==> config.mk <==
export PLATFORM = sky130hd
export DESIGN_NAME = cycle_counter_microsecond_extender
export DESIGN_NICKNAME = d
export VERILOG_FILES = /design/src/sv/cme_pkg.sv /design/src/sv/cme_div.sv /design/src/sv/cycle_counter_microsecond_extender.sv
export SDC_FILE = /design/constraint.sdc
export NUM_CORES = 1
export LEC_CHECK = 0
export ABC_AREA = 0
export BUFFER_PORTS_ARGS = -buffer_cell sky130_fd_sc_hd__buf_4
export CORE_MARGIN = 5
export CORE_UTILIZATION = 33
export DETAILED_ROUTE_END_ITERATION = 6
export PLACE_DENSITY_LB_ADDON = 0.2
export SYNTH_ARGS = -nofsm -noshare
export SYNTH_HDL_FRONTEND = slang
export SYNTH_SLANG_ARGS = --single-unit
==> constraint.sdc <==
create_clock -name clk -period 6.5 [get_ports clk]
set_clock_uncertainty 0.1 [all_clocks]
set_input_delay 0.975 -clock clk [delete_from_list [all_inputs] [get_ports clk]]
set_output_delay 0.975 -clock clk [all_outputs]
set_load 0.02 [all_outputs]
==> src/sv/cme_pkg.sv <==
package cme_pkg;

  localparam int COUNTER_BITS_DEF = 32;
  localparam int CNT_W            = 32;
  localparam int MS_W             = 32;
  localparam int CFG_W            = 16;
  localparam int TIME_W           = 64;
  // counter span plus kept remainder, never wraps
  localparam int SPAN_W           = 33;
  localparam int MS_US_W          = MS_W + 10;
  localparam int IN_W             = CNT_W + MS_W;
  localparam int US_PER_MS        = 1000;

  typedef struct packed {
    logic              done;
    logic [SPAN_W-1:0] quot;
    logic [CFG_W-1:0]  rem;
  } cme_div_res_t;

endpackage

==> src/sv/cme_div.sv <==
module cme_div (
  input  logic                       clk,
  input  logic                       rst_n,
  input  logic                       start,
  input  logic [cme_pkg::SPAN_W-1:0] dividend,
  input  logic [cme_pkg::CFG_W-1:0]  divisor,
  output cme_pkg::cme_div_res_t      res
);
  import cme_pkg::*;

  localparam int STEP_CW = $clog2(SPAN_W);

  logic               busy_r;
  logic               done_r;
  logic [STEP_CW-1:0] cnt_r;
  logic [SPAN_W-1:0]  quot_r;
  logic [CFG_W-1:0]   rem_r;
  logic [CFG_W-1:0]   div_r;

  logic [CFG_W:0]     trial;
  logic               fits;
  logic [CFG_W-1:0]   rem_nxt;

  // one quotient bit per cycle: shift the next dividend bit into the remainder
  always_comb begin
    trial   = {rem_r, quot_r[SPAN_W-1]};
    fits    = (trial >= {1'b0, div_r});
    rem_nxt = fits ? CFG_W'(trial - {1'b0, div_r}) : trial[CFG_W-1:0];
  end

  always_ff @(posedge clk) begin
    if (!rst_n) begin
      busy_r <= 1'b0;
      done_r <= 1'b0;
      cnt_r  <= '0;
    end else begin
      done_r <= 1'b0;
      if (start) begin
        busy_r <= 1'b1;
        quot_r <= dividend;
        rem_r  <= '0;
        div_r  <= divisor;
        cnt_r  <= STEP_CW'(SPAN_W - 1);
      end else if (busy_r) begin
        rem_r  <= rem_nxt;
        quot_r <= {quot_r[SPAN_W-2:0], fits};
        if (cnt_r == '0) begin
          busy_r <= 1'b0;
          done_r <= 1'b1;
        end else begin
          cnt_r <= cnt_r - 1'b1;
        end
      end
    end
  end

  assign res = '{done: done_r, quot: quot_r, rem: rem_r};

endmodule

==> src/sv/cycle_counter_microsecond_extender.sv <==
// Turns a free-running cycle counter reading plus a millisecond tick into a
// 64-bit microsecond time that keeps counting across counter wraps. One sample
// is worked on at a time. A seeding sample, or any sample while the cycles per
// microsecond setting is zero (millisecond fallback), goes from the calculate
// state straight to the output state. Every other sample passes through the
// bit-serial divider, which turns the 33-bit cycle span into microseconds one
// quotient bit per cycle. The input opens again in the cycle after the result
// is loaded. The result sits in an output register, so a new sample can be
// accepted while the previous result still waits to be taken. Write the setting
// only while no sample is in flight.
module cycle_counter_microsecond_extender #(
  parameter int COUNTER_BITS = cme_pkg::COUNTER_BITS_DEF
) (
  input  logic                       clk,
  input  logic                       rst_n,
  input  logic                       cfg_valid,
  output logic                       cfg_ready,
  input  logic [cme_pkg::CFG_W-1:0]  cfg_data,    // cycles per microsecond
  input  logic                       in_tvalid,
  output logic                       in_tready,
  input  logic [cme_pkg::IN_W-1:0]   in_tdata,    // cycle_count[31:0], ms_tick[63:32]
  output logic                       out_tvalid,
  input  logic                       out_tready,
  output logic [cme_pkg::TIME_W-1:0] out_tdata    // usec_time[63:0]
);
  import cme_pkg::*;

  typedef enum logic [1:0] {
    S_IDLE,
    S_CALC,
    S_DIV,
    S_OUT
  } state_t;

  state_t                  state_r;
  logic [CFG_W-1:0]        cfg_r;
  logic [TIME_W-1:0]       time_r;
  logic [COUNTER_BITS-1:0] prev_r;
  logic [COUNTER_BITS-1:0] now_r;
  logic [MS_W-1:0]         ms_r;
  logic [CFG_W-1:0]        leftover_r;
  logic                    seeded_r;
  logic [TIME_W-1:0]       res_r;
  logic                    out_tvalid_r;
  logic [TIME_W-1:0]       out_tdata_r;

  logic [MS_US_W-1:0]      ms_us;
  logic [COUNTER_BITS-1:0] delta;
  logic [SPAN_W-1:0]       span;
  logic                    div_start;
  logic [TIME_W-1:0]       time_sum;
  cme_div_res_t            div_res;

  always_comb begin
    ms_us     = MS_US_W'(ms_r) * MS_US_W'(US_PER_MS);
    delta     = now_r - prev_r;
    span      = SPAN_W'(delta) + SPAN_W'(leftover_r);
    div_start = (state_r == S_CALC) && (cfg_r != '0) && seeded_r;
    time_sum  = time_r + TIME_W'(div_res.quot);
  end

  cme_div u_div (
    .clk      (clk),
    .rst_n    (rst_n),
    .start    (div_start),
    .dividend (span),
    .divisor  (cfg_r),
    .res      (div_res)
  );

  always_ff @(posedge clk) begin
    if (!rst_n) begin
      state_r      <= S_IDLE;
      cfg_r        <= '0;
      time_r       <= '0;
      prev_r       <= '0;
      leftover_r   <= '0;
      seeded_r     <= 1'b0;
      out_tvalid_r <= 1'b0;
    end else begin
      if (cfg_valid) begin
        cfg_r <= cfg_data;
      end
      // load a finished result, or drop the one taken this cycle
      if (state_r == S_OUT && (!out_tvalid_r || out_tready)) begin
        out_tvalid_r <= 1'b1;
        out_tdata_r  <= res_r;
      end else if (out_tvalid_r && out_tready) begin
        out_tvalid_r <= 1'b0;
      end
      unique case (state_r)
        S_IDLE: begin
          if (in_tvalid) begin
            now_r   <= in_tdata[COUNTER_BITS-1:0];
            ms_r    <= in_tdata[IN_W-1:CNT_W];
            state_r <= S_CALC;
          end
        end
        S_CALC: begin
          if (cfg_r == '0) begin
            // fallback: report the tick, leave state alone
            res_r   <= TIME_W'(ms_us);
            state_r <= S_OUT;
          end else if (!seeded_r) begin
            seeded_r <= 1'b1;
            prev_r   <= now_r;
            time_r   <= TIME_W'(ms_us);
            res_r    <= TIME_W'(ms_us);
            state_r  <= S_OUT;
          end else begin
            prev_r  <= now_r;
            state_r <= S_DIV;
          end
        end
        S_DIV: begin
          if (div_res.done) begin
            time_r     <= time_sum;
            res_r      <= time_sum;
            leftover_r <= div_res.rem;
            state_r    <= S_OUT;
          end
        end
        S_OUT: begin
          if (!out_tvalid_r || out_tready) begin
            state_r <= S_IDLE;
          end
        end
        default: state_r <= S_IDLE;
      endcase
    end
  end

  assign cfg_ready  = 1'b1;
  assign in_tready  = (state_r == S_IDLE);
  assign out_tvalid = out_tvalid_r;
  assign out_tdata  = out_tdata_r;

  // one sample in flight: no second acceptance right after the first
  a_single_item: assert property (@(posedge clk) disable iff (!rst_n)
    in_tvalid && in_tready |=> !in_tready)
    else $error("sample accepted while previous one still in flight");

  a_div_done_state: assert property (@(posedge clk) disable iff (!rst_n)
    div_res.done |-> state_r == S_DIV)
    else $error("divider finished outside the divide state");

  a_leftover_bound: assert property (@(posedge clk) disable iff (!rst_n)
    state_r == S_DIV && div_res.done |=> leftover_r < cfg_r)
    else $error("kept remainder not below the divisor setting");

  a_div_start_clean: assert property (@(posedge clk) disable iff (!rst_n)
    div_start |=> state_r == S_DIV && !div_res.done)
    else $error("divider start without entering divide state");

endmodule

* Word level (Yosys, flattened, before mapping)
Cells that the tools add are included.
Word-level totals: bits in registers 397, output and inout port bits 67, word-level logic and storage cells 90
Operators by class: add/subtract/negate cells 5, $mul 1, order comparisons 1, equality and inequality tests 10, muxes and demuxes 25, bitwise logic cells 4, reduce and logical (&&, ||, !) cells 26
Operators with widths (number):
- 64-bit 2-to-1 mux | 4
- 64-bit case mux with 2 select lines | 2
- 33-bit 2-to-1 mux | 2
- 64-bit by 33-bit adder with 64-bit output | 1
- 32-bit by 7-bit multiplier with 39-bit output (second input constant) | 1
- 32-bit by 16-bit adder with 33-bit output | 1
- 16-bit 2-to-1 mux | 2
- 32-bit subtractor | 1
- 6-bit 2-to-1 mux | 3
- 17-bit by 16-bit greater-or-equal comparator with 1-bit output | 1
- 16-bit logical NOT | 1
- 16-bit nonzero test | 1
- 16-bit subtractor | 1
- 2-bit AND reduction | 7
- 1-bit 2-to-1 mux | 8
- 2-bit != test (second input constant) | 4
- 2-bit case mux with 4 select lines | 1
- 4-bit AND reduction | 2
- 6-bit logical NOT | 1
- 2-bit 2-to-1 mux | 3
- 3-bit AND reduction | 2
- 2-bit nonzero test | 3
- 6-bit by 1-bit subtractor with 6-bit output (second input constant) | 1
- 2-bit == test (second input constant) | 2
- 10 further kinds | 17

* Longest topological paths before layout
Gate-level depths: netlist (run 1).
depth in word-level cells 5, depth in mapped cells 20, gate-level depth less buffers 20

* By module
A second synthesis (run 1) with hierarchy kept.
Second synthesis, totals: cell total of the unflattened synthesis 2520, area total of the unflattened synthesis 25630.8 um2
By module, submodules not included:
- cycle_counter_microsecond_extender | times used 1, cells each 2218, area each 21803.4 um2, sequential area each 8408.1 um2
- cme_div | times used 1, cells each 302, area each 3827.4 um2, sequential area each 2112.0 um2

* Worst setup path after synthesis (run 1)
OpenSTA, ideal clock, no wires.
path type input to register, start point in rst_n, end point reg res_r[0] (enable), setup time 578 ps, arrival 6384 ps, path slack -563 ps, cell stages on the path 4, cells stage by stage clkbuf_1 buf_1 nand2_1 nor3b_1
Between the ends: cells in the longest elaborated chain, start to end 1
Ends and longest elaborated chain:
- start: declaration | RTL line cycle_counter_microsecond_extender.sv:15 | input logic rst_n,
- 4-bit AND reduction (no source line)
- end signal: assignment | RTL line cycle_counter_microsecond_extender.sv:102 | res_r <= TIME_W'(ms_us);
- end signal: assignment | RTL line cycle_counter_microsecond_extender.sv:108 | res_r <= TIME_W'(ms_us);
- end signal: assignment | RTL line cycle_counter_microsecond_extender.sv:118 | res_r <= time_sum;
- end: declaration | RTL line cycle_counter_microsecond_extender.sv:43 | logic [TIME_W-1:0] res_r;
Every way passes these cells. A chain may end at the register's enable or synchronous reset.

* Final worst setup path (run 1)
start point reg ms_r[26], end point reg res_r[41] (data pin)
Between the ends: cells in the longest elaborated chain, start to end 4
Ends and longest elaborated chain:
- start: declaration | RTL line cycle_counter_microsecond_extender.sv:40 | logic [MS_W-1:0] ms_r;
- start signal: assignment | RTL line cycle_counter_microsecond_extender.sv:95 | ms_r <= in_tdata[IN_W-1:CNT_W];
- 32-bit by 7-bit multiplier with 39-bit output (*) | RTL line cycle_counter_microsecond_extender.sv:55 | ms_us = MS_US_W'(ms_r) * MS_US_W'(US_PER_MS);
- 64-bit 2-to-1 mux | RTL line cycle_counter_microsecond_extender.sv:104 | end else if (!seeded_r) begin
- 64-bit 2-to-1 mux (*) | RTL line cycle_counter_microsecond_extender.sv:100 | if (cfg_r == '0) begin
- 64-bit case mux with 2 select lines (*) | RTL line cycle_counter_microsecond_extender.sv:91 | unique case (state_r)
Mark *: on every way between the ends. The rest lies on a longest branch, timed or not. The select of a mux whose other input is x is not followed.

==> key figures, run 1 <==
Floorplan
  • Initial core utilization: 0.332
  • Full die area: 0.0834 mm^2
  • Chip Height: 289 um
  • Ports: 152
  • Standard-cell rows: 102
  • Die W: 289 um
  • Core Area: 0.0773 mm^2

Clocking
  • CTS tree: yes
  • Clk slew on worst S/H paths: 0.06 ns
  • Clk sinks: 397
  • PostCTS Resize Cnt: 0
  • Root buffer cell: clkbuf_16
  • Htree depth: 2
  • Clk Latency, worst-skew pair: 0.58 ns
  • Hold buffer count at CTS: 0
  • Setup Fix Bufs, Post-CTS: 0
  • Cts bufs inserted: 46
  • Max clock buf depth: 3

Route
  • DR WL/cell: 17.7 um
  • DRC violations left: 0
  • Via count: 19.1k
  • Vias per std cell: 5.03
  • WL final: 67.2 mm
  • 1st-pass router iterations: 5
  • Starting DRT DRC Count: 1212
  • Detail Route Antenna Nets: 0

Finish
  • Nets: 3103
  • Synth-to-Final Area Change: 15.0%
  • Most common cell after layout, fill and taps aside: nand2_1
  • Layout cell share with drive strength beyond 1: 0.110
  • Multi-input gate area: 0.0138 mm^2
  • Fill cells: 7730
  • Most frequent cells in the layout: nand2_1, edfxtp_1, inv_1
  • FF+latch area: 0.0105 mm^2

Yosys
  • YS warnings: 0
  • Post-synthesis async set-or-reset flop share: 0
  • Sequential share of the synthesized area: 0.410
  • Largest cells by area after synthesis: edfxtp_1, dfxtp_1, fa_1
  • Number of distinct library cells after synthesis: 86
  • Synth Flop Type: edfxtp_1
  • FF+latch count, synth: 397
  • Mean Syn Cell Area: 9.91 um^2
  • Share of the synthesized area in the top cell type: 0.301
  • EDFF count, synth: 257
  • Syn Inst Count: 2590
  • Yosys top cell by area: edfxtp_1
  • Mapped Nets: 2984
  • Area of the mapped netlist: 0.0257 mm^2

Global route
  • Largest net degree at the start of global routing: 65
  • Vias in the first global route: 19.6k
  • Global-route wire length before repair: 107 mm
  • GRT Max-Usage Layer: met2
  • M2 GR Usage: 0.278
  • Initial antenna violation count: 1
  • Met1 Usage GRT: 0.213
  • GRT Total Usage: 0.160
  • M3 GR Usage: 0.0204
  • Overflow after GRT: 0

Timing
  • Max frequency: 0.174 GHz
  • Unrepaired setup endpoints after global routing: false
  • Max Slew Vio Count: 0
  • Count of final setup violators: 0
  • Worst-margin pin slew: 1.17 ns
  • Crit path time final: 5.75 ns
  • Final TNS setup: 0 ns
  • Slew headroom: 0.216
  • Tcrit/Tclk final: 0.884
  • Final Hold Fails: 0

Setup path
  • Worst Path Max Fanout: 7
  • CP endpoint kind: register
  • Data arrival, critical path: 5.97 ns
  • CP startpoint: ms_r[26]
  • WS Path Type: register to register
  • Reg2reg start: ms_r[26]
  • Worst Path Required: 6.72 ns
  • CP startpoint kind: register

Placement
  • Buffers on Ports: 150
  • Post-DP HPWL: 52.1 mm
  • Last weighted congestion value of the routability-driven placer: 0.913

Outcome
  • Status: complete, no violations

Job
  • Max-cap violations: 0

Worst hold path
  • Hold Path Class: register to register
  • Hold_sp: res_r[12]
## cell families (layout without fill, tap and decap cells)
| logic type | after synthesis | after routing | synth area share |
|---|---|---|---|
| xor+xnor | 145 | 145 | 0.0504 |
| mux | 51 | 51 | 0.0203 |
| fa+ha+maj | 309 | 309 | 0.186 |
| simple gates | 741 | 741 | 0.135 |
| buf+inv | 351 | 508 | 0.0519 |
| compound gates | 595 | 595 | 0.146 |
| other cells | 1 | 2 | 0.000146 |
| flops | 397 | 397 | 0.410 |
## synthesized netlist by cell type, types with 32 or more instances
cell / instances
nand2_1: 283
edfxtp_1: 257
inv_1: 253
a21oi_1: 216
ha_1: 187
nor2_1: 174
dfxtp_1: 140
o21ai_0: 129
fa_1: 122
clkbuf_1: 80
xnor2_1: 71
xor2_1: 71
nand3_1: 59
a21o_1: 54
mux2i_1: 42
nand4_1: 32
## state kept, by name (all words and copies together) (netlist names), 16 cells and up
| name | cells |
|---|---|
| out_tdata | 64 |
| res_r | 64 |
| time_r | 64 |
| u_div.quot_r | 33 |
| ms_r | 32 |
| now_r | 32 |
| prev_r | 32 |
| cfg_r | 16 |
| leftover_r | 16 |
| u_div.div_r | 16 |
| u_div.rem_r | 16 |
## per-stage QoR
| stage | instance area (um^2) | hold WS [ns] | setup WS (ns) | utilization | cells |
|---|---|---|---|---|---|
| after floorplan | 25700 | 0.300 | 1.28 | - | 2590 |
| after global placement | 27900 | 0.302 | 0.933 | 0.361 | 3701 |
| after detailed placement | 27900 | 0.305 | 0.796 | 0.361 | 3701 |
| after CTS | 29500 | 0.317 | 0.783 | 0.382 | 3787 |
| after global routing | 29500 | 0.321 | 0.390 | 0.382 | 3787 |
| final | 29500 | 0.312 | 0.754 | 0.382 | 3788 |
## cell type report
type / instances / share of cell area
antenna: 1 / 0.0000848
inverter: 254 / 0.0323
clock buffer: 58 / 0.0433
sequential: 397 / 0.356
clock inverter: 28 / 0.0119
timing repair buffer: 168 / 0.0427
tap: 1040 / 0.0441
multi-input combinational: 1842 / 0.469
## worst max-delay path, stage by stage (launching register included)
cell and delay [ns]:
edfxtp_1 0.49, inv_1 0.18, fa_1 0.45, fa_1 0.51, inv_1 0.06, fa_1 0.50
inv_1 0.05, fa_1 0.51, inv_1 0.04, ha_1 0.39, a21oi_1 0.23, o21bai_1 0.08
a21o_1 0.18, a21o_1 0.17, a221oi_1 0.62, a2bb2oi_1 0.24, o21a_1 0.17, nor2_1 0.06
a211oi_1 0.30, nand3_1 0.13
## per-layer routing
| metal | share of wire | vias up |
|---|---|---|
| li1 | - | 9360 |
| met1 | 0.44 | 9207 |
| met2 | 0.49 | 403 |
| met3 | 0.046 | 85 |
| met4 | 0.020 | 0 |
| met5 | 0 | - |
## final timing paths
path | end | slack, ns | depth (start not counted)
setup / recovery | res_r[41] | 0.75 | 19
hold reg to reg | out_tdata[12] | 0.31 | 0
setup reg to reg | res_r[41] | 0.75 | 19
hold / removal | out_tdata[12] | 0.31 | 0
Power of run 1 is left out: the tool's default activity adds up to more than one toggle a clock period on the data nets, which glitch-free logic cannot reach.
==> run 2: changes to the inputs <==
CORE_UTILIZATION = 29   (was 33)
==> run 2 against run 1 <==
Maximum frequency rose by 0.68%. First-iteration DRC count fell by 12%. Worst hold slack improved by 0.0034 ns. Critical path type unchanged. Clock-buffer cell count rose by 5. Critical path depth did not move. Final cell count rose by 3.5%. Design area rose by 1.2%.
==> key figures, run 2 (synthesis results as in run 1) <==
Job
  • Max-cap violations: 0 (unchanged)

Finish
  • Synth-to-Final Area Change: 16.5% (was 15.0%)
  • Most common cell after layout, fill and taps aside: nand2_1 (unchanged)
  • Layout cell share with drive strength beyond 1: 0.115 (was 0.110)
  • Nets: 3106 (was 3103)
  • Most frequent cells in the layout: nand2_1, edfxtp_1, inv_1 (unchanged)
  • Number of antenna diodes: 0 (was 1)

Route
  • DRC violations left: 0 (unchanged)
  • Vias per std cell: 4.86 (was 5.03)
  • DR WL/cell: 17.5 um (was 17.7 um)
  • Via count: 19.1k (about the same)
  • Detail Route Antenna Nets: 0 (unchanged)
  • 1st-pass router iterations: 5 (unchanged)
  • WL final: 68.5 mm (was 67.2 mm)
  • Starting DRT DRC Count: 1071 (was 1212)

Clocking
  • CTS tree: yes (unchanged)
  • Cts bufs inserted: 51 (was 46)
  • Htree depth: 2 (unchanged)
  • Clk Latency, worst-skew pair: 0.60 ns (was 0.58 ns)
  • Hold buffer count at CTS: 0 (unchanged)
  • Max clock buf depth: 3 (unchanged)
  • Clk sinks: 397 (unchanged)
  • Clk slew on worst S/H paths: 0.06 ns (about the same)
  • PostCTS Resize Cnt: 0 (unchanged)
  • Root buffer cell: clkbuf_16 (unchanged)
  • Setup Fix Bufs, Post-CTS: 0 (unchanged)

Floorplan
  • Ports: 152 (unchanged)
  • Core Area: 0.0881 mm^2 (was 0.0773 mm^2)
  • Chip Height: 307 um (was 289 um)
  • Standard-cell rows: 109 (was 102)
  • Full die area: 0.0945 mm^2 (was 0.0834 mm^2)
  • Die W: 307 um (was 289 um)
  • Initial core utilization: 0.291 (was 0.332)

Global route
  • Initial antenna violation count: 2 (was 1)
  • Largest net degree at the start of global routing: 65 (unchanged)
  • Global-route wire length before repair: 109 mm (was 107 mm)
  • Overflow after GRT: 0 (unchanged)
  • GRT Total Usage: 0.143 (was 0.160)
  • Vias in the first global route: 19.7k (was 19.6k)

Setup path
  • CP startpoint kind: register (unchanged)
  • Data arrival, critical path: 5.94 ns (was 5.97 ns)
  • WS Path Type: register to register (unchanged)
  • Worst Path Max Fanout: 7 (unchanged)
  • Worst Path Required: 6.74 ns (was 6.72 ns)
  • CP endpoint kind: register (unchanged)

Placement
  • Buffers on Ports: 150 (unchanged)
  • Last weighted congestion value of the routability-driven placer: 0.909 (was 0.913)
  • Post-DP HPWL: 52.8 mm (was 52.1 mm)

Timing
  • Count of final setup violators: 0 (unchanged)
  • Max Slew Vio Count: 0 (unchanged)
  • Crit path time final: 5.71 ns (was 5.75 ns)
  • Tcrit/Tclk final: 0.878 (was 0.884)
  • Final TNS setup: 0 ns (unchanged)
  • Max frequency: 0.175 GHz (was 0.174 GHz)
  • Worst-margin pin slew: 1.24 ns (was 1.17 ns)
  • Slew headroom: 0.169 (was 0.216)
  • Final Hold Fails: 0 (unchanged)
  • Unrepaired setup endpoints after global routing: false (unchanged)

Outcome
  • Status: complete, no violations (unchanged)

Worst hold path
  • Hold Path Class: register to register (unchanged)
==> run 2: final timing paths <==
check	startpoint	to	slack, ns	cells past startpoint
min reg2reg	res_r[59]	out_tdata[59]	0.31	0
min	res_r[59]	out_tdata[59]	0.31	0
max	ms_r[25]	res_r[41]	0.79	19
max reg2reg	ms_r[25]	res_r[41]	0.79	19
==> run 2: metal layers <==
layer,up-vias,share of wire,GRT usage
li1,9349,-,-
met1,9199,0.45,0.186
met2,421,0.47,0.240
met3,97,0.050,0.0289
met4,2,0.032,0.0456
met5,-,0.00019,0
==> run 2: metrics by stage <==
stage,worst slack [ns],cell area [um^2],instances,hold WS [ns],utilization
5_1_grt,0.410,29900,3920,0.318,0.339
2_1_floorplan,1.28,25700,2590,0.300,-
6_report,0.792,29900,3920,0.315,0.339
3_3_place_gp,0.937,28000,3824,0.309,0.318
3_5_place_dp,0.796,28000,3824,0.306,0.318
4_1_cts,0.790,29900,3920,0.318,0.339
==> run 2: final cells by class <==
cell class	count	area, um^2
Inverter	254	955
Fill cell	9024	58200
Tap cell	1165	1460
Sequential cell	397	10500
Clock buffer	63	1460
Multi-Input combinational cell	1842	13800
Timing Repair Buffer	166	1250
Clock inverter	33	403
==> run 2: worst max-delay path, cell delays in order, from the launching register on <==
cell and delay [ns]:
edfxtp_1 0.46, inv_1 0.20, fa_1 0.46, fa_1 0.51, inv_1 0.05, fa_1 0.49
inv_1 0.05, fa_1 0.50, inv_1 0.04, ha_1 0.38, a21oi_1 0.24, o21bai_1 0.09
a21o_1 0.20, a21o_1 0.18, a221oi_1 0.55, a2bb2oi_1 0.23, o21a_1 0.19, nor2_1 0.06
a211oi_1 0.32, nand3_1 0.13
Power of run 2 is left out for the same reason.
